==> src/hdl/bfa_pkg.sv <==
package bfa_pkg;

   localparam int FLOWS       = 256;
   localparam int IDX_W       = $clog2(FLOWS);
   localparam int FILL_W      = $clog2(FLOWS + 1);
   localparam int QUEUE_DEPTH = 2;
   localparam int QPTR_W      = $clog2(QUEUE_DEPTH);
   localparam int QCNT_W      = $clog2(QUEUE_DEPTH + 1);

   localparam logic [7:0] PROTO_TCP = 8'd6;

   typedef enum logic [2:0] {
      ST_NONE = 3'd0,
      ST_FWD  = 3'd1,
      ST_REV  = 3'd2,
      ST_NEW  = 3'd3,
      ST_FULL = 3'd4
   } status_type;

   typedef struct packed {
      logic [31:0] sip;
      logic [31:0] dip;
      logic [15:0] sport;
      logic [15:0] dport;
   } key_type;

   typedef struct packed {
      logic        is_tcp;
      key_type     key;
      logic [15:0] len;
      logic [62:0] ts;
      logic [31:0] pkt_num;
   } q_item_type;

   typedef struct packed {
      logic [31:0] packets;
      logic [47:0] bytes;
      logic [31:0] fwd_packets;
      logic [47:0] fwd_bytes;
      logic [31:0] rev_packets;
      logic [47:0] rev_bytes;
      logic [62:0] start_ts;
      logic [62:0] last_ts;
   } flow_rec_type;

   typedef struct packed {
      status_type   status;
      logic [7:0]   stream_index;
      logic [31:0]  packet_number;
      flow_rec_type rec;
   } rsp_type;

   function automatic logic [31:0] sat_inc32(input logic [31:0] a);
      logic [32:0] s;
      s = {1'b0, a} + 33'd1;
      return s[32] ? '1 : s[31:0];
   endfunction

   function automatic logic [47:0] sat_add48(input logic [47:0] a, input logic [15:0] b);
      logic [48:0] s;
      s = {1'b0, a} + {33'd0, b};
      return s[48] ? '1 : s[47:0];
   endfunction

endpackage

==> src/hdl/bfa_if.sv <==
interface bfa_req_if;
   logic        valid;
   logic        ready;
   logic [7:0]  protocol;
   logic [31:0] src_ip;
   logic [31:0] dst_ip;
   logic [15:0] src_port;
   logic [15:0] dst_port;
   logic [15:0] pkt_len;
   logic [62:0] ts_us;

   modport source (output valid, output protocol, output src_ip, output dst_ip,
                   output src_port, output dst_port, output pkt_len, output ts_us,
                   input ready);
   modport sink (input valid, input protocol, input src_ip, input dst_ip,
                 input src_port, input dst_port, input pkt_len, input ts_us,
                 output ready);
endinterface


==> src/hdl/bfa_front.sv <==
module bfa_front
   import bfa_pkg::*;
(
   input  logic       clock,
   input  logic       reset,
   bfa_req_if.sink    req_ch,
   input  logic       q_full,
   output logic       push,
   output q_item_type push_item
);

   logic [31:0] pkt_cnt_ff;
   logic [31:0] pkt_cnt_in;

   assign req_ch.ready = !q_full;
   assign push         = req_ch.valid && !q_full;

   always_comb begin
      push_item.is_tcp    = (req_ch.protocol == PROTO_TCP);
      push_item.key.sip   = req_ch.src_ip;
      push_item.key.dip   = req_ch.dst_ip;
      push_item.key.sport = req_ch.src_port;
      push_item.key.dport = req_ch.dst_port;
      push_item.len       = req_ch.pkt_len;
      push_item.ts        = req_ch.ts_us;
      // every packet is numbered, tracked or not
      push_item.pkt_num   = sat_inc32(pkt_cnt_ff);
   end

   assign pkt_cnt_in = push ? push_item.pkt_num : pkt_cnt_ff;

   always_ff @(posedge clock) begin
      if (reset) begin
         pkt_cnt_ff <= '0;
      end else begin
         pkt_cnt_ff <= pkt_cnt_in;
      end
   end

endmodule

==> src/flat_wrapper.sv <==
// flat-port wrapper written by rule: the top's interface ports become plain ports
module bfa_front_flat import bfa_pkg::*;
  (clock, reset, q_full, push, push_item, req_ch_valid, req_ch_protocol, req_ch_src_ip, req_ch_dst_ip, req_ch_src_port, req_ch_dst_port, req_ch_pkt_len, req_ch_ts_us, req_ch_ready);
  bfa_req_if req_ch_i ();
  input  logic clock;
  input  logic reset;
  input  logic q_full;
  output logic push;
  output q_item_type push_item;
  input wire logic [$bits(req_ch_i.valid)-1:0] req_ch_valid;
  input wire logic [$bits(req_ch_i.protocol)-1:0] req_ch_protocol;
  input wire logic [$bits(req_ch_i.src_ip)-1:0] req_ch_src_ip;
  input wire logic [$bits(req_ch_i.dst_ip)-1:0] req_ch_dst_ip;
  input wire logic [$bits(req_ch_i.src_port)-1:0] req_ch_src_port;
  input wire logic [$bits(req_ch_i.dst_port)-1:0] req_ch_dst_port;
  input wire logic [$bits(req_ch_i.pkt_len)-1:0] req_ch_pkt_len;
  input wire logic [$bits(req_ch_i.ts_us)-1:0] req_ch_ts_us;
  output wire logic [$bits(req_ch_i.ready)-1:0] req_ch_ready;
  assign req_ch_i.valid = req_ch_valid;
  assign req_ch_i.protocol = req_ch_protocol;
  assign req_ch_i.src_ip = req_ch_src_ip;
  assign req_ch_i.dst_ip = req_ch_dst_ip;
  assign req_ch_i.src_port = req_ch_src_port;
  assign req_ch_i.dst_port = req_ch_dst_port;
  assign req_ch_i.pkt_len = req_ch_pkt_len;
  assign req_ch_i.ts_us = req_ch_ts_us;
  assign req_ch_ready = req_ch_i.ready;
  bfa_front u_core (.clock(clock), .reset(reset), .req_ch(req_ch_i), .q_full(q_full), .push(push), .push_item(push_item));
endmodule
==> config.mk <==
export PLATFORM = sky130hd
export DESIGN_NAME = bfa_front_flat
export DESIGN_NICKNAME = d
export VERILOG_FILES = /design/src/hdl/bfa_pkg.sv /design/src/hdl/bfa_if.sv /design/src/hdl/bfa_front.sv /design/src/flat_wrapper.sv
export SDC_FILE = /design/constraint.sdc
export NUM_CORES = 1
export LEC_CHECK = 0
export ABC_AREA = 1
export BUFFER_PORTS_ARGS = -buffer_cell sky130_fd_sc_hd__buf_4
export CAP_MARGIN = 20
export CORE_AREA = 8 8 149 151
export DETAILED_ROUTE_END_ITERATION = 10
export DIE_AREA = 0 0 157 159
export GPL_TIMING_DRIVEN = 0
export PLACE_DENSITY_LB_ADDON = 0.3
export SLEW_MARGIN = 20
export SYNTH_ARGS = -nofsm -noshare
export SYNTH_HDL_FRONTEND = slang
export SYNTH_SLANG_ARGS = --single-unit
==> constraint.sdc <==
create_clock -name clock -period 2.2 [get_ports clock]
set_clock_uncertainty 0.2 [all_clocks]
set_input_delay 0.22 -clock clock [delete_from_list [all_inputs] [get_ports clock]]
set_output_delay 0.22 -clock clock [all_outputs]
set_load 0.02 [all_outputs]
; ---- Yosys cells after proc, flatten, opt, wreduce, memory -nomap -nowiden
; Index checks and enable logic that the tools add are counted.
[classes]
n_addsub = 1
n_eq_ne = 1
muxes = 1
reduce_logical = 2
[op_table]
columns = operator, n
row1 = 32-bit by 1-bit adder with 33-bit output (second input constant), 1
row2 = 32-bit 2-to-1 mux, 1
row3 = 8-bit by 3-bit == test with 1-bit output (second input constant), 1
row4 = 1-bit logical AND, 1
row5 = 1-bit zero test, 1
[word_totals]
reg_bits = 32
inputBits = 187
wordCells = 6

; ---- Depth between registers and ports, before layout
[depth]
word_depth = 2
ltp_mapped = 11

; ---- Least setup slack after synthesis
; No wires, ideal clock.
[synth_path]
path_type = flip-flop to output port
start = reg u_core.pkt_cnt_ff[0]
end = out push_item[26] in the netlist's numbering
t_arrival_ps = 1472
t_required_ps = 1780
slack_ps = 308
path_stages_with_launch = 9
n_path_buf = 1
path_cell_list = dfxtp_1 -> ha_1 -> nand2_2 -> nor2_4 -> nand2_4 -> nor2_8 -> nand3_4 -> buf_2 -> nand3_1
[synth_lines]
columns = element, line_no
row1 = start: declaration, bfa_front.sv:12  ; logic [31:0] pkt_cnt_ff;
row2 = start signal: assignment, bfa_front.sv:36  ; pkt_cnt_ff <= pkt_cnt_in;
row3 = end: declaration, flat_wrapper.sv:9  ; output q_item_type push_item;

==> out/summary.txt <==
DP Cell Count -> 1067
Setup CP Type -> reg -> out
clk sinks -> 32
DRC -> 0
GPL Wtd Cong -> 0.799
antenna violations before repair -> 0
status -> finished, violations left
Fmax -> 0.441 GHz
worst min-delay path class -> in -> reg
diode count -> 0
first drt pass iteration count -> 4
fill count -> 2140
final hold violations -> 0
vias in the first global route -> 4227
Area growth syn-to-layout -> 79.7%
Max-slew headroom -> 0.601
Worst setup EP type -> primary output
GR Util All Layers -> 0.119
cts bufs inserted -> 5
clock-pin slew on the worst setup and hold paths -> 60 ps
leakage power -> 3.52 nW
Top reg by flops -> u_core.pkt_cnt_ff
crit path DAT -> 1850 ps
pin count of the biggest net entering global routing -> 11
post-layout minimum cycle time -> 2270 ps
Slew Viols, Final -> 0
DP Wirelength -> 14000 um
#FFs+latches synth -> 32
YS warnings -> 0
Die Footprint -> 25000 sq um
number of distinct library cells after synthesis -> 25
CTS tree -> done
Layout Nets -> 1017
Die H -> 159 um
net count after synthesis -> 764
post-DR vias/cell -> 3.81
area taken by multi-input logic gates -> 1780 sq um
Post-Syn Area per Cell -> 6.38 sq um
DRT antenna net count -> 0
worst-margin pin slew -> 599 ps
first-pass GRT wire length -> 23800 um
Max-Cap Viols -> 0
Cells after Synth -> 576
FF/Latch Area -> 649 sq um
crit path max fanout -> 5
die span in x -> 157 um
Clock Latency Late Sink -> 280 ps
Mapped Area -> 3670 sq um
peak supply drop -> 0.228 mV
synth top area cells -> buf_4 36%, dfxtp_1 17%, nand2_1 11%, nor2_1 7.3%, inv_1 6.4%
largest registers -> u_core.pkt_cnt_ff: 32 flops
clock tree buffer depth -> 2
grt ovf -> 0
layout cells sized above 1 -> 0.612
PwrDens -> 380 nW/um^2
# setup viols final -> 29
Seq/Total Area, Yosys -> 0.174
io pins -> 397
clk root buf -> clkbuf_16
RSZ-0062 raised after global routing -> yes
H-tree depth -> 2
Hold Slack -> 36.9 ps
# rows -> 52
share of the synthesized area in the top cell type -> 0.360
startpoint types -> flop
1st-iter DRT viols -> 154
Layout Cells excl Fill -> 1100
WL per Instance -> 15.0 um
via count -> 4196
Worst Setup Slack, final -> -68.1 ps
dominant cell type by area after synthesis -> buf_4
Req. time, crit path -> 1780 ps
WL final -> 16500 um
failing checks -> setup timing
hold_buf cts -> 0
period utilization -> 1.03
Core Footprint -> 19800 sq um
Port Buf Inserts -> 221
Initial Util -> 0.185
Pwr Total -> 2.51 mW
number of flip-flops in the largest register -> 32
## synthesized netlist by cell type (all sizes together)
cell	number
xor2	8
a21oi	17
or4	1
clkbuf	7
ha	1
inv	63
nand3b	3
nand4	4
nand2	114
nand3	41
clkinv	1
o21ai	27
nor2	78
dfxtp	32
buf	179
## final cells by class
class                           count  area share
Multi-Input combinational cell    294       0.270
Sequential cell                    32      0.0984
Buffer                            185       0.209
Clock inverter                      2     0.00152
Tap cell                          270      0.0512
Clock buffer                        6      0.0210
Timing Repair Buffer              247       0.312
Inverter                           64      0.0368
## metal layers
layer / global-route usage / wire [um]
met5: 0 / 0
met4: 0.0284 / 141
met3: 0.0421 / 1900
met2: 0.231 / 8890
met1: 0.117 / 5530
## critical path, stage by stage, from the launching register on
cell	delay, ps
dfxtp_2	350
ha_4	150
nand2_4	60
nor2_4	130
nand2_4	100
nor2_8	130
nand3_4	110
buf_12	160
buf_8	120
inv_4	50
nor2_4	30
inv_2	50
buf_6	110
## power by group
group	total (mW)	internal (mW)	leakage (nW)	switching [mW]
sequential	0.662	0.619	0.266	0.0425
clock	0.718	0.446	0.0766	0.272
combinational	1.13	0.572	3.18	0.555
## cell families (layout without fill, tap and decap cells)
kind of cell               count (synthesis)  count (layout)  share of synthesized area
DFF                                       32              32                      0.174
and+or+nand+nor                          241             241                      0.303
xor gates and xnor gates                   8               8                     0.0191
AOI/OAI and AO/OA                         44              44                     0.0599
buffers and inverters                    250             504                      0.440
adders and majority gates                  1               1                    0.00341
## per-stage QoR
stage	utilization	setup TNS [ps]	setup slack, ps	area, sq um
floorplan	-	0	308	3670
global placement	0.286	0	2.83	5670
detailed placement	0.286	-1.87	-1.87	5670
CTS	0.319	-2160	-93.8	6320
global route	0.333	-3440	-157	6600
finish	0.333	-1050	-68.1	6600
## layout by cell type (no fill, tap or decap), types with 2 or more instances in the layout
cell type	n
buf_6	31
nand2_4	8
nand2_1	91
xor2_1	6
nor2_2	10
nand3_4	19
nand4_1	4
inv_2	2
clkinv_2	2
xor2_4	2
o21ai_0	21
dfxtp_1	25
inv_1	60
dfxtp_2	7
buf_8	2
o21ai_1	5
nor2_4	7
buf_4	385
a21oi_1	17
buf_12	6
nor2_1	60
nand2_2	15
nand3_1	21
nand3b_1	3
clkbuf_1	7
clkbuf_16	5
## final timing paths
| path | start | endpoint | slack [ps] | cells past startpoint |
|---|---|---|---|---|
| setup / recovery | u_core.pkt_cnt_ff[1] | push_item[9] | -70 | 12 |
| hold / removal | reset | u_core.pkt_cnt_ff[0] | 40 | 4 |
| setup reg to reg | u_core.pkt_cnt_ff[1] | u_core.pkt_cnt_ff[7] | 230 | 13 |
| hold reg to reg | u_core.pkt_cnt_ff[19] | u_core.pkt_cnt_ff[19] | 380 | 2 |
## timing repair
| action | 4_1_cts | 5_1_grt |
|---|---|---|
| resized for setup | 81 | 51 |
| setup endpoints to repair | 31 | 32 |
| setup buffers | 14 | 10 |
| pin swaps | 7 | 14 |
| cloned | 2 | 0 |
Note: power is estimated with default switching activity, not from simulation.
