$ cat config.mk
export PLATFORM = sky130hd
export DESIGN_NAME = bfa_queue
export DESIGN_NICKNAME = d
export VERILOG_FILES = /design/src/hdl/bfa_pkg.sv /design/src/hdl/bfa_queue.sv
export SDC_FILE = /design/constraint.sdc
export NUM_CORES = 1
export LEC_CHECK = 0
export BUFFER_PORTS_ARGS = -buffer_cell sky130_fd_sc_hd__buf_2
export CORE_ASPECT_RATIO = 0.7
export CORE_MARGIN = 2
export CORE_UTILIZATION = 52
export CTS_CLUSTER_DIAMETER = 40
export DETAILED_ROUTE_END_ITERATION = 16
export PLACE_DENSITY = 0.91
export RECOVER_POWER = 100
export REMOVE_ABC_BUFFERS = 1
export SYNTH_ARGS = -nofsm -noshare
export SYNTH_HDL_FRONTEND = slang
export SYNTH_SLANG_ARGS = --single-unit
$ cat constraint.sdc
create_clock -name clock -period 15.15 [get_ports clock]
set_input_delay 3.03 -clock clock [delete_from_list [all_inputs] [get_ports clock]]
set_output_delay 3.03 -clock clock [all_outputs]
set_load 0.005 [all_outputs]
$ cat src/hdl/bfa_pkg.sv
package bfa_pkg;

   localparam int FLOWS       = 256;
   localparam int IDX_W       = $clog2(FLOWS);
   localparam int FILL_W      = $clog2(FLOWS + 1);
   localparam int QUEUE_DEPTH = 2;
   localparam int QPTR_W      = $clog2(QUEUE_DEPTH);
   localparam int QCNT_W      = $clog2(QUEUE_DEPTH + 1);

   localparam logic [7:0] PROTO_TCP = 8'd6;

   typedef enum logic [2:0] {
      ST_NONE = 3'd0,
      ST_FWD  = 3'd1,
      ST_REV  = 3'd2,
      ST_NEW  = 3'd3,
      ST_FULL = 3'd4
   } status_type;

   typedef struct packed {
      logic [31:0] sip;
      logic [31:0] dip;
      logic [15:0] sport;
      logic [15:0] dport;
   } key_type;

   typedef struct packed {
      logic        is_tcp;
      key_type     key;
      logic [15:0] len;
      logic [62:0] ts;
      logic [31:0] pkt_num;
   } q_item_type;

   typedef struct packed {
      logic [31:0] packets;
      logic [47:0] bytes;
      logic [31:0] fwd_packets;
      logic [47:0] fwd_bytes;
      logic [31:0] rev_packets;
      logic [47:0] rev_bytes;
      logic [62:0] start_ts;
      logic [62:0] last_ts;
   } flow_rec_type;

   typedef struct packed {
      status_type   status;
      logic [7:0]   stream_index;
      logic [31:0]  packet_number;
      flow_rec_type rec;
   } rsp_type;

   function automatic logic [31:0] sat_inc32(input logic [31:0] a);
      logic [32:0] s;
      s = {1'b0, a} + 33'd1;
      return s[32] ? '1 : s[31:0];
   endfunction

   function automatic logic [47:0] sat_add48(input logic [47:0] a, input logic [15:0] b);
      logic [48:0] s;
      s = {1'b0, a} + {33'd0, b};
      return s[48] ? '1 : s[47:0];
   endfunction

endpackage

$ cat src/hdl/bfa_queue.sv
module bfa_queue
   import bfa_pkg::*;
(
   input  logic       clock,
   input  logic       reset,
   input  logic       push,
   input  q_item_type push_item,
   input  logic       pop,
   output logic       empty,
   output logic       full,
   output q_item_type head
);

   q_item_type         slot_ff [QUEUE_DEPTH];
   logic [QPTR_W-1:0]  wr_ptr_ff, wr_ptr_in;
   logic [QPTR_W-1:0]  rd_ptr_ff, rd_ptr_in;
   logic [QCNT_W-1:0]  count_ff, count_in;

   assign empty = (count_ff == '0);
   assign full  = (count_ff == QCNT_W'(QUEUE_DEPTH));
   assign head  = slot_ff[rd_ptr_ff];

   always_comb begin
      wr_ptr_in = wr_ptr_ff;
      rd_ptr_in = rd_ptr_ff;
      count_in  = count_ff;
      if (push) begin
         wr_ptr_in = (wr_ptr_ff == QPTR_W'(QUEUE_DEPTH - 1)) ? '0 : wr_ptr_ff + 1'b1;
      end
      if (pop) begin
         rd_ptr_in = (rd_ptr_ff == QPTR_W'(QUEUE_DEPTH - 1)) ? '0 : rd_ptr_ff + 1'b1;
      end
      if (push && !pop) begin
         count_in = count_ff + 1'b1;
      end else if (pop && !push) begin
         count_in = count_ff - 1'b1;
      end
   end

   always_ff @(posedge clock) begin
      if (push) begin
         slot_ff[wr_ptr_ff] <= push_item;
      end
   end

   always_ff @(posedge clock) begin
      if (reset) begin
         wr_ptr_ff <= '0;
         rd_ptr_ff <= '0;
         count_ff  <= '0;
      end else begin
         wr_ptr_ff <= wr_ptr_in;
         rd_ptr_ff <= rd_ptr_in;
         count_ff  <= count_in;
      end
   end

endmodule

After elaboration in Yosys (flattened, before gate mapping)
Memory sizes are Yosys's and may differ from the RTL's. A register that Yosys moved wholly into a read port is not among the register bits. Cells that the tools add are included.

Bits in latches: 0. Output and inout port bits: 210. Bits in writable memories: 416. Bits in registers: 4. Memories: 1. Word-level logic and storage cells: 23. ROM bits: 0. Input port bits: 212.

Memory list: slot_ff (words 2, bits a word 208, read ports 1, clocked after Yosys merged registers in 1, write ports 1, RTL line bfa_queue.sv:14) `q_item_type slot_ff [QUEUE_DEPTH];`.

Reduce and logical (&&, ||, !) cells: 6. $mul: 0. Bitwise operators: 0. Order comparisons: 0. Equal/unequal tests: 1. Shifts and indexed selects: 0. Div/mod/pow operators: 0. Mux-type cells: 8. Add/subtract/negate cells: 4.

Operators by type and width (count): $mux 1 (6); $mux 2 (2); $add 1x1->1 const B (2); $add 2x1->2 const B (1); $eq 2x2->1 const B (1); $logic_and 1x1->1 (2); $logic_not 1->1 (2); $logic_not 2->1 (1); $reduce_bool 2->1 (1); $sub 2x1->2 const B (1).

Longest topological paths before layout
Gate-level depths: netlist of run 1.

Depth after elaboration: 4. Depth in mapped cells: 5.

Least setup slack after synthesis of run 1
No wires, ideal clock.

Path type: input port to flip-flop. Start point: in push. End point: mem slot_ff[0][0] (netlist name) (enable). Path buffers: 0. Data arrival time: 11995 ps. Stages on the path: 1. Path slack: 2350 ps. Cells stage by stage: nor2b_1.

Word-level cells in the longest chain between the ends: 2.

RTL lines: start: declaration (RTL line bfa_queue.sv:6) `input logic push,`; $mux 1 (RTL line bfa_queue.sv:41) `if (push) begin`; $mux 1 (not written as such) (RTL line bfa_queue.sv:42) `slot_ff[wr_ptr_ff] <= push_item;`; end: declaration (RTL line bfa_queue.sv:14).

No other way between the ends.

Worst setup path in the final report of run 1
Start point: in push. End point: mem slot_ff[1][14] (netlist name) (enable).

Same word-level chain as after synthesis.

==> metrics.txt, run 1 <==
leading cell types by total area after synthesis edfxtp_1 80%, mux2_4 9.6%, mux2_2 7.8%; dpl hpwl 21660 um; top-level I/O count 422; Critical Path Slowest Stage Cell and2_0; Hold WC Path Type register to register; Achievable Freq 101.4 MHz; clock input transition at the sequential cells of the worst setup and hold paths 0.06 ns; #FFs+latches synth 421; Distinct cells, synth 16; Yosys top cell by area edfxtp_1; CTS tree built; DRT Wirelength 33540 um; critical-path maximum fanout 76; number of clock sinks 421; overall die area 31470 um^2; number of setup buffers added after CTS 0; run status finished, violations left; slew of the pin with the lowest slew margin 4.767 ns; number of rows created at floorplan 53; initial standard-cell utilization of the core 52.47%; input/output buffers 421; cells resized by post-CTS repair 0; Initial DRC Count 491; detail-routed via count per cell 5.239; most frequent standard cell in the layout excluding fill and tap cells edfxtp_1; proportion of layout cells with a drive suffix above 1 34.49%; leading cell types in the layout, fill and taps excluded 416 x edfxtp_1, 241 x buf_2, 194 x clkbuf_1; synthesized area per cell 23.35 um^2; die span in x 211.2 um; Critical Path AT 9.90 ns; total routing usage reported by global routing 20.35%; Static Leak 0.006647 uW; area share of the largest cell type after synthesis 79.96%; worst-case clock skew 0.01368 ns; violated checks capacitance limit, slew limit; clock latency of the later-clocked register in the worst-skew pair 0.53 ns; clock buffer depth 3; standard cell area after detailed placement 18080 um^2; cell count after synthesis 669; storage element area 12590 um^2; total DRC errors in the routed layout 0; cells along the critical path clkbuf_1 -> and2_0 -> clkbuf_1; power per standard cell area 141.2 nW/um^2; critical path required time 15.18 ns; post-synthesis instance area 15620 um^2; Layout Area Growth over Synthesis 20.54%; H-tree depth 2; Critical Path Sink Type register; yosys synthesis warning count 0; RSZ-0062 raised after global routing no; residual antenna-violating net count after detailed routing 0; count of final max-slew check failures 551; Total Neg Setup Slack 0 ns; number of detailed-route iterations in the first pass 4; peak per-stage delay on the critical path 3.42 ns; Seq/Total Area, Yosys 80.60%; count of hold buffers inserted by post-cts repair 0; antenna violations before repair 3; routed length per placed instance 21.81 um; number of nets at the end of the flow 1332; crit-path most repeated cell clkbuf_1; maximum resistive drop on vdd 0.1168 mV; height of the die 149.0 um; clock root buffer clkbuf_16; total via count in the routed design 8057; placer's final routability congestion estimate 0.7502; largest net degree at the start of global routing 77; number of CTS-inserted buffers 42; Multi-input gate area 2455 um^2; post-route cell area 18830 um^2; overflow left after global routing 0; number of filler cells placed in the layout 2177; WS Path Type primary input to register; Worst setup SP type primary input; share of the clock period used by the worst path 65.12%; final critical delay including setup and external delays 9.866 ns; number of endpoints with negative hold slack in the final report 0; overall power consumption 2659 uW; max-capacitance violation count 9; final-report setup violation count 0; wire length of the first global-routing pass 47560 um; number of global-route vias before repair 8305; worst relative slew slack -218.0%; Std-Cell Core Area 29770 um^2
==> area by class of cell <==
cell class | count | share of cell area (%)
multi-input combinational | 224 | 13.03
tap | 385 | 2.558
clock inverter | 24 | 1.548
inverter | 1 | 0.01993
antenna | 2 | 0.02657
sequential | 421 | 66.86
clock buffer | 52 | 5.780
timing repair buffer | 429 | 10.17
==> cell families after synthesis <==
logic type,count (synthesis),synth area share (%)
xor+xnor,4,0.2243
mux,208,17.39
buf+inv,24,1.361
flops,421,80.60
fa+ha+maj,1,0.08007
simple gates,9,0.2803
compound gates,2,0.06401
==> metal layers <==
metal	vias to the layer above	GRT usage [%]	part of all wire [%]
li1	3575	-	-
met1	4009	24.56	38
met2	401	34.62	50
met3	68	6.779	9.5
met4	4	6.901	2.4
met5	-	0	0.080
==> final timing paths <==
| path | start | endpoint | slack [ns] | cells after the start |
|---|---|---|---|---|
| worst max-delay path | push | slot_ff[1][14] | 5.28 | 3 |
| worst min-delay path | rd_ptr_ff | register | 0.55 | 2 |
| worst max register to register | wr_ptr_ff | slot_ff[1][14] | 7.56 | 2 |
| worst min register to register | rd_ptr_ff | register | 0.55 | 2 |
==> flip-flops by register name, indices dropped and copies added, names as in the netlist, named ones only <==
signal	cells
rd_ptr_ff	1
wr_ptr_ff	1
count_ff	2
slot_ff	416
==> critical path: cells and delay by family <==
| family | cells | cell delay [ns] |
|---|---|---|
| and+or+nand+nor | 1 | 3.42 |
| buffers and inverters | 2 | 3.35 |
==> synthesized netlist by cell type, drive strengths merged <==
cell type  number
edfxtp        416
mux2          208
buf            23
dfxtp           5
nor2            5
nor2b           2
xnor2           2
xor2            2
a21oi           1
and2            1
ha              1
inv             1
o21ai           1
or3             1
==> per-stage QoR <==
stage | cells | setup slack (ns) | util (%) | hold WS, ns
after floorplan | 646 | 2.350 | - | 0.4608
final | 1538 | 5.284 | 63.25 | 0.5492
after detailed placement | 1460 | 9.237 | 60.71 | 0.5151
after CTS | 1536 | 8.669 | 65.35 | 0.5447
after global routing | 1537 | 4.645 | 63.24 | 0.5674
after global placement | 1460 | 9.210 | 60.71 | 0.4807
==> report_power, final <==
part | switching, uW | total [uW] | leakage (uW) | internal (uW)
registers | 20.1 | 1390 | 0.00395 | 1370
clock network | 428 | 1030 | 0.000665 | 604
logic | 131 | 238 | 0.00204 | 107
total | 579 | 2660 | 0.00665 | 2080
Power figures use the tool's default switching activity.
==> run 2, diff against run 1 <==
--- a/config.mk
+++ b/config.mk
@@ -8,10 +8,10 @@
 export BUFFER_PORTS_ARGS = -buffer_cell sky130_fd_sc_hd__buf_2
 export CORE_ASPECT_RATIO = 0.7
 export CORE_MARGIN = 2
-export CORE_UTILIZATION = 52
+export CORE_UTILIZATION = 47
 export CTS_CLUSTER_DIAMETER = 40
 export DETAILED_ROUTE_END_ITERATION = 16
-export PLACE_DENSITY = 0.91
+export PLACE_DENSITY = 0.88
 export RECOVER_POWER = 100
 export REMOVE_ABC_BUFFERS = 1
 export SYNTH_ARGS = -nofsm -noshare
==> constraint.sdc (replaced) <==
create_clock -name clock -period 8.2 [get_ports clock]
set_input_delay 1.64 -clock clock [delete_from_list [all_inputs] [get_ports clock]]
set_output_delay 1.64 -clock clock [all_outputs]
set_load 0.005 [all_outputs]
==> metrics.txt, run 2 (synthesis gave the netlist of run 1 again) <==
run status finished, violations left; violated checks capacitance limit, slew limit; clock root buffer clkbuf_16; count of hold buffers inserted by post-cts repair 0 (unchanged); Critical Path Sink Type register; placer's final routability congestion estimate 0.8201 (+9.3%); residual antenna-violating net count after detailed routing 0 (unchanged); share of the clock period used by the worst path 74.57%; flip-flop count of the largest register, all copies and words added 416 (unchanged); Initial DRC Count 500 (+1.8%); overflow left after global routing 0 (unchanged); number of CTS-inserted buffers 43 (+2.4%); number of nets at the end of the flow 1333 (+0.075%); capture instance of the worst register-to-register path slot_ff[1][111]; max-capacitance violation count 6 (-3); final critical delay including setup and external delays 6.115 ns; Std-Cell Core Area 32550 um^2 (+9.3%); critical-path maximum fanout 72 (-5.3%); CTS tree built; Static Leak 0.006662 uW (+0.24%); hold wc startpoint count_ff[1]; final-report setup violation count 0 (unchanged); peak per-stage delay on the critical path 2.59 ns (-0.83 ns); top-level I/O count 422 (unchanged); Total Neg Setup Slack 0 ns (unchanged); total via count in the routed design 8011 (-0.57%); Top reg by flops slot_ff; H-tree depth 2 (unchanged); maximum resistive drop on vdd 0.1786 mV (+53%); wire length of the first global-routing pass 48250 um (+1.5%); WS Path Type primary input to register; Cells on Worst Hold Path 2 (unchanged); total routing usage reported by global routing 18.43% (-1.9 points); cells resized by post-CTS repair 0 (unchanged); RSZ-0062 raised after global routing no; initial standard-cell utilization of the core 48.00% (-4.5 points); overall power consumption 5006 uW (+88%); most frequent standard cell in the layout excluding fill and tap cells edfxtp_1; standard cell area after detailed placement 18140 um^2 (+0.36%); post-layout utilization of the core 58.28% (-5.0 points); proportion of layout cells with a drive suffix above 1 35.04% (+0.55 points); height of the die 156.5 um (+5.0%); overall die area 34740 um^2 (+10%); largest registers slot_ff: 416 flops, count_ff: 2 flops; number of rows created at floorplan 55 (+3.8%); number of setup buffers added after CTS 0 (unchanged); cells along the critical path clkbuf_1 -> and2_0 -> clkbuf_2; number of detailed-route iterations in the first pass 4 (unchanged); number of endpoints with negative hold slack in the final report 0 (unchanged); detail-routed via count per cell 5.070 (-3.2%); Achievable Freq 163.5 MHz; total DRC errors in the routed layout 0 (unchanged); number of cell instances on the worst register-to-register path 2 (unchanged); clock input transition at the sequential cells of the worst setup and hold paths 0.06 ns (about the same); power per standard cell area 263.9 nW/um^2 (+87%); Worst setup SP type primary input; DRT Wirelength 33450 um (-0.29%); Layout Area Growth over Synthesis 21.41%; Critical Path AT 6.22 ns (-3.68 ns); worst-case clock skew 0.01405 ns (+0.0003720 ns); count of final max-slew check failures 406 (-26%); critical path required time 8.31 ns (-6.87 ns); post-route cell area 18970 um^2 (+0.72%); die span in x 221.9 um (+5.1%); worst relative slew slack -142.9% (+75 points); largest net degree at the start of global routing 137 (+78%); Hold WC Path Type register to register; hold-critical path endpoint count_ff[1]; dpl hpwl 22540 um (+4.1%); input/output buffers 421 (unchanged); number of clock sinks 421 (unchanged); leading cell types in the layout, fill and taps excluded 416 x edfxtp_1, 220 x buf_2, 206 x clkbuf_1; Critical Path Slowest Stage Cell and2_0; RR Startpoint wr_ptr_ff; worst reg2reg setup slack 3.04 ns (-4.52 ns); clock latency of the later-clocked register in the worst-skew pair 0.53 ns (about the same); antenna violations before repair 6 (+3); routed length per placed instance 21.17 um (-2.9%); clock buffer depth 3 (unchanged); slew of the pin with the lowest slew margin 3.644 ns (-1.123 ns); number of global-route vias before repair 8273 (-0.39%)
==> run 2: routing by layer <==
metal  track usage (%)  routed length [um]  vias to the layer above
met3             6.572                3146                       62
met4             5.663                 745                        6
met1             22.21               13040                     3978
li1                  -                   -                     3573
met2             31.39               16470                      392
met5                 0                  44                        -
==> run 2: area by class of cell <==
type / instances / area [um^2]
Fill cell: 2527 / 13580
Sequential cell: 421 / 12600
Multi-Input combinational cell: 224 / 2462
Timing Repair Buffer: 429 / 1901
Clock buffer: 47 / 1091
Tap cell: 427 / 534.3
Clock inverter: 28 / 374.1
Antenna cell: 3 / 7.507
Inverter: 1 / 3.754
==> run 2: how the worst max path moves through the flow <==
stage / start / endpoint / slack (ns)
2_1_floorplan: push / slot_ff[0][0] / -3.21
3_3_place_gp: register / head[190] / 4.09
3_5_place_dp: register / head[59] / 4.02
4_1_cts: register / head[59] / 3.42
5_1_grt: push / slot_ff[1][111] / 1.67
6_report: push / slot_ff[1][111] / 2.09
==> run 2: critical path, delay by kind of cell <==
kind	cells	cell delay, ns
AND/OR/NAND/NOR	1	2.59
buffers and inverters	2	1.86
==> run 2: metrics by stage <==
stage	hold slack [ns]	setup slack, ns	cells
3_5_place_dp	0.4922	4.018	1502
2_1_floorplan	0.4608	-3.210	646
3_3_place_gp	0.4843	4.090	1502
5_1_grt	0.5478	1.666	1579
6_report	0.5094	2.085	1580
4_1_cts	0.5032	3.420	1577
==> run 2: power breakdown <==
part           switching [uW]  leakage (uW)  internal (uW)  total [uW]
Combinational             231       0.00200            196         427
Clock                     809      0.000715           1200        2010
Sequential               47.1       0.00395           2520        2570
Total                    1090       0.00666           3920        5010
==> run 3, diff against run 2 <==
--- a/config.mk
+++ b/config.mk
@@ -5,13 +5,14 @@
 export SDC_FILE = /design/constraint.sdc
 export NUM_CORES = 1
 export LEC_CHECK = 0
+export ABC_AREA = 1
 export BUFFER_PORTS_ARGS = -buffer_cell sky130_fd_sc_hd__buf_2
 export CORE_ASPECT_RATIO = 0.7
 export CORE_MARGIN = 2
-export CORE_UTILIZATION = 47
+export CORE_UTILIZATION = 52
 export CTS_CLUSTER_DIAMETER = 40
 export DETAILED_ROUTE_END_ITERATION = 16
-export PLACE_DENSITY = 0.88
+export PLACE_DENSITY = 0.91
 export RECOVER_POWER = 100
 export REMOVE_ABC_BUFFERS = 1
 export SYNTH_ARGS = -nofsm -noshare
==> constraint.sdc (replaced) <==
create_clock -name clock -period 5.8 [get_ports clock]
set_input_delay 1.16 -clock clock [delete_from_list [all_inputs] [get_ports clock]]
set_output_delay 1.16 -clock clock [all_outputs]
set_load 0.005 [all_outputs]
==> metrics.txt, run 3 <==
CTS tree built; total DRC errors in the routed layout 0 (unchanged); input/output buffers 421 (unchanged); overall die area 31520 um^2 (-9.3%); detail-routed via count per cell 5.206 (+2.7%); largest registers slot_ff: 416 flops, count_ff: 2 flops; synthesized-area fraction occupied by and/or/nand/nor cells 0.3918% (+0.11 points); most frequent standard cell in the layout excluding fill and tap cells edfxtp_1; RSZ-0062 raised after global routing no; cell count after synthesis 680 (+1.6%); top-level I/O count 422 (unchanged); clock input transition at the sequential cells of the worst setup and hold paths 0.06 ns (about the same); die span in x 211.3 um (-4.8%); Initial DRC Count 533 (+6.6%); Top reg by flops slot_ff; sequential group share of total power 53.6% (+2.3 points); clock buffer depth 3 (unchanged); final-report setup violation count 0 (unchanged); Seq/Total Area, Yosys 80.47% (-0.13 points); net switching fraction of the power 21.60% (-0.11 points); synthesized area per cell 23.01 um^2 (-1.5%); worst-case setup margin in the final layout 1.247 ns (-0.8384 ns); Clock Power Share 37.9% (-2.2 points); Hold WC Path Type register to register; adder and majority gate portion of the synthesized area 0.07996% (-0.00013 points); Std-Cell Core Area 29840 um^2 (-8.3%); run status finished, violations left; Inst Count DP 1469 (-2.2%); number of enable flip-flop cells after synthesis 416 (unchanged); critical path required time 6.00 ns (-2.31 ns); worst relative slew slack -164.3% (-21 points); number of setup buffers added after CTS 0 (unchanged); overall power consumption 6725 uW (+34%); number of global-route vias before repair 8393 (+1.5%); Worst setup SP type primary input; antenna violations before repair 9 (+3); proportion of layout cells with a drive suffix above 1 34.57% (-0.47 points); overflow left after global routing 0 (unchanged); P_int 5272 uW (+35%); Critical Path AT 4.75 ns (-1.47 ns); most frequently used flop master after synthesis edfxtp_1; initial standard-cell utilization of the core 52.44% (+4.4 points); routed length per placed instance 21.52 um (+1.6%); most instantiated cells after synthesis 416 x edfxtp_1, 107 x mux2_2, 101 x mux2_4; number of nets at the end of the flow 1341 (+0.60%); number of clock sinks 421 (unchanged); placer's final routability congestion estimate 0.7736 (-5.7%); proportion of register bits with asynchronous set or reset after synthesis 0% (unchanged); total routing usage reported by global routing 20.15% (+1.7 points); main combinational cell family by area after synthesis multiplexers; Distinct cells, synth 16 (unchanged); dpl hpwl 21850 um (-3.1%); max-capacitance violation count 4 (-2); wire length of the first global-routing pass 47420 um (-1.7%); Achievable Freq 219.6 MHz; largest net degree at the start of global routing 167 (+22%); Yosys top cell by area edfxtp_1; share of the synthesized area in compound gates (AO/OA/AOI/OAI) 0.06396% (-0.00010 points); Placement Setup Slack 2.493 ns (-1.525 ns); Static Leak 0.006642 uW (-0.31%); DRT Wirelength 33330 um (-0.35%); most common cell in the netlist edfxtp_1; yosys synthesis warning count 0 (unchanged); #FFs+latches synth 421 (unchanged); final standard cell count with taps included and fillers excluded 1549 (-2.0%); critical-path maximum fanout 132 (+83%); final critical delay including setup and external delays 4.553 ns; clock latency of the later-clocked register in the worst-skew pair 0.52 ns (about the same); leading cell types in the layout, fill and taps excluded 416 x edfxtp_1, 233 x buf_2, 199 x clkbuf_1; total net switching power 1453 uW (+34%); number of endpoints with negative hold slack in the final report 0 (unchanged); share of power burned in combinational logic 8.5% (about the same); H-tree depth 2 (unchanged); slew of the pin with the lowest slew margin 3.964 ns (+0.3203 ns); number of detailed-route iterations in the first pass 5 (+1); residual antenna-violating net count after detailed routing 0 (unchanged); violated checks capacitance limit, slew limit; cells resized by post-CTS repair 0 (unchanged); total via count in the routed design 8064 (+0.66%); share of the clock period used by the worst path 78.51%; post-synthesis instance area 15650 um^2 (+0.16%); fraction of synthesized cell area in xor and xnor cells 0.05597% (-0.17 points); Layout Area Growth over Synthesis 20.29%; worst-case clock skew 0.01194 ns (-0.002114 ns); count of final max-slew check failures 420 (+3.4%); number of CTS-inserted buffers 42 (-2.3%); WS Path Type primary input to register; area share of the largest cell type after synthesis 79.83% (-0.13 points); height of the die 149.1 um (-4.7%); maximum resistive drop on vdd 0.3259 mV (+83%); clock root buffer clkbuf_16; power per standard cell area 357.3 nW/um^2 (+35%); leading cell types by total area after synthesis edfxtp_1 80%, mux2_4 9.7%, mux2_2 7.7%; share of cell area taken by muxes after synthesis 17.39% (about the same); count of hold buffers inserted by post-cts repair 0 (unchanged); flip-flop count of the largest register, all copies and words added 416 (unchanged); Critical Path Sink Type register; number of rows created at floorplan 53 (-3.6%)
-- run 3: power by group through the flow --
stage / logic, uW / clock network, uW / registers, uW
final: 572 / 2550 / 3600
after global routing: 618 / 2720 / 3620
after CTS: 672 / 2600 / 3590
after detailed placement: 665 / 0 / 3660
after global placement: 645 / 0 / 3640
after floorplan: 404 / 0 / 3710
-- run 3: metrics by stage --
step           util [%]  hold WS (ns)  setup TNS, ns  instance area, um^2
6_report          63.08        0.5222              0                18820
5_1_grt           63.06        0.5579              0                18820
4_1_cts           65.16        0.5334              0                19440
3_5_place_dp      60.80        0.5171              0                18140
3_3_place_gp      60.80        0.4946              0                18140
2_1_floorplan         -        0.4799       -1501.34                15440
-- run 3: worst paths after layout --
kind / startpoint / to / slack [ns] / depth (start not counted)
hold reg to reg: wr_ptr_ff / wr_ptr_ff / 0.52 / 2
hold / removal: wr_ptr_ff / wr_ptr_ff / 0.52 / 2
setup reg to reg: wr_ptr_ff / slot_ff[1][23] / 1.74 / 3
setup / recovery: push / slot_ff[1][23] / 1.25 / 4
-- run 3: logic make-up (layout without fill, tap and decap cells) --
| logic type | after synthesis | in the layout |
|---|---|---|
| AO/OA/AOI/OAI | 2 | 2 |
| XOR/XNOR | 1 | 1 |
| adder cells (fa/ha/maj) | 1 | 1 |
| buffers and inverters | 32 | 509 |
| flip-flops | 421 | 421 |
| multiplexers | 208 | 208 |
| other | 0 | 7 |
| AND/OR/NAND/NOR | 15 | 15 |
-- run 3: layout make-up --
cell class	count	area, um^2
antenna	7	17.52
clock buffer	54	1117
clock inverter	19	183.9
fill	2150	11020
inverter	9	37.54
multi-input combinational	227	2446
sequential	421	12590
tap	385	481.7
timing repair buffer	427	1947
-- run 3: layer usage --
layer	share of wire [%]	track usage (%)	up-vias
li1	-	-	3609
met3	9.9	7.747	72
met5	0.081	0	-
met2	49	34.44	391
met4	3.2	8.415	4
met1	37	22.80	3988
-- run 3: worst max-delay path, stage by stage --
cell,delay (ns)
clkbuf_1,0.14
nand2_1,0.14
clkinvlp_4,2.11
buf_12,0.95
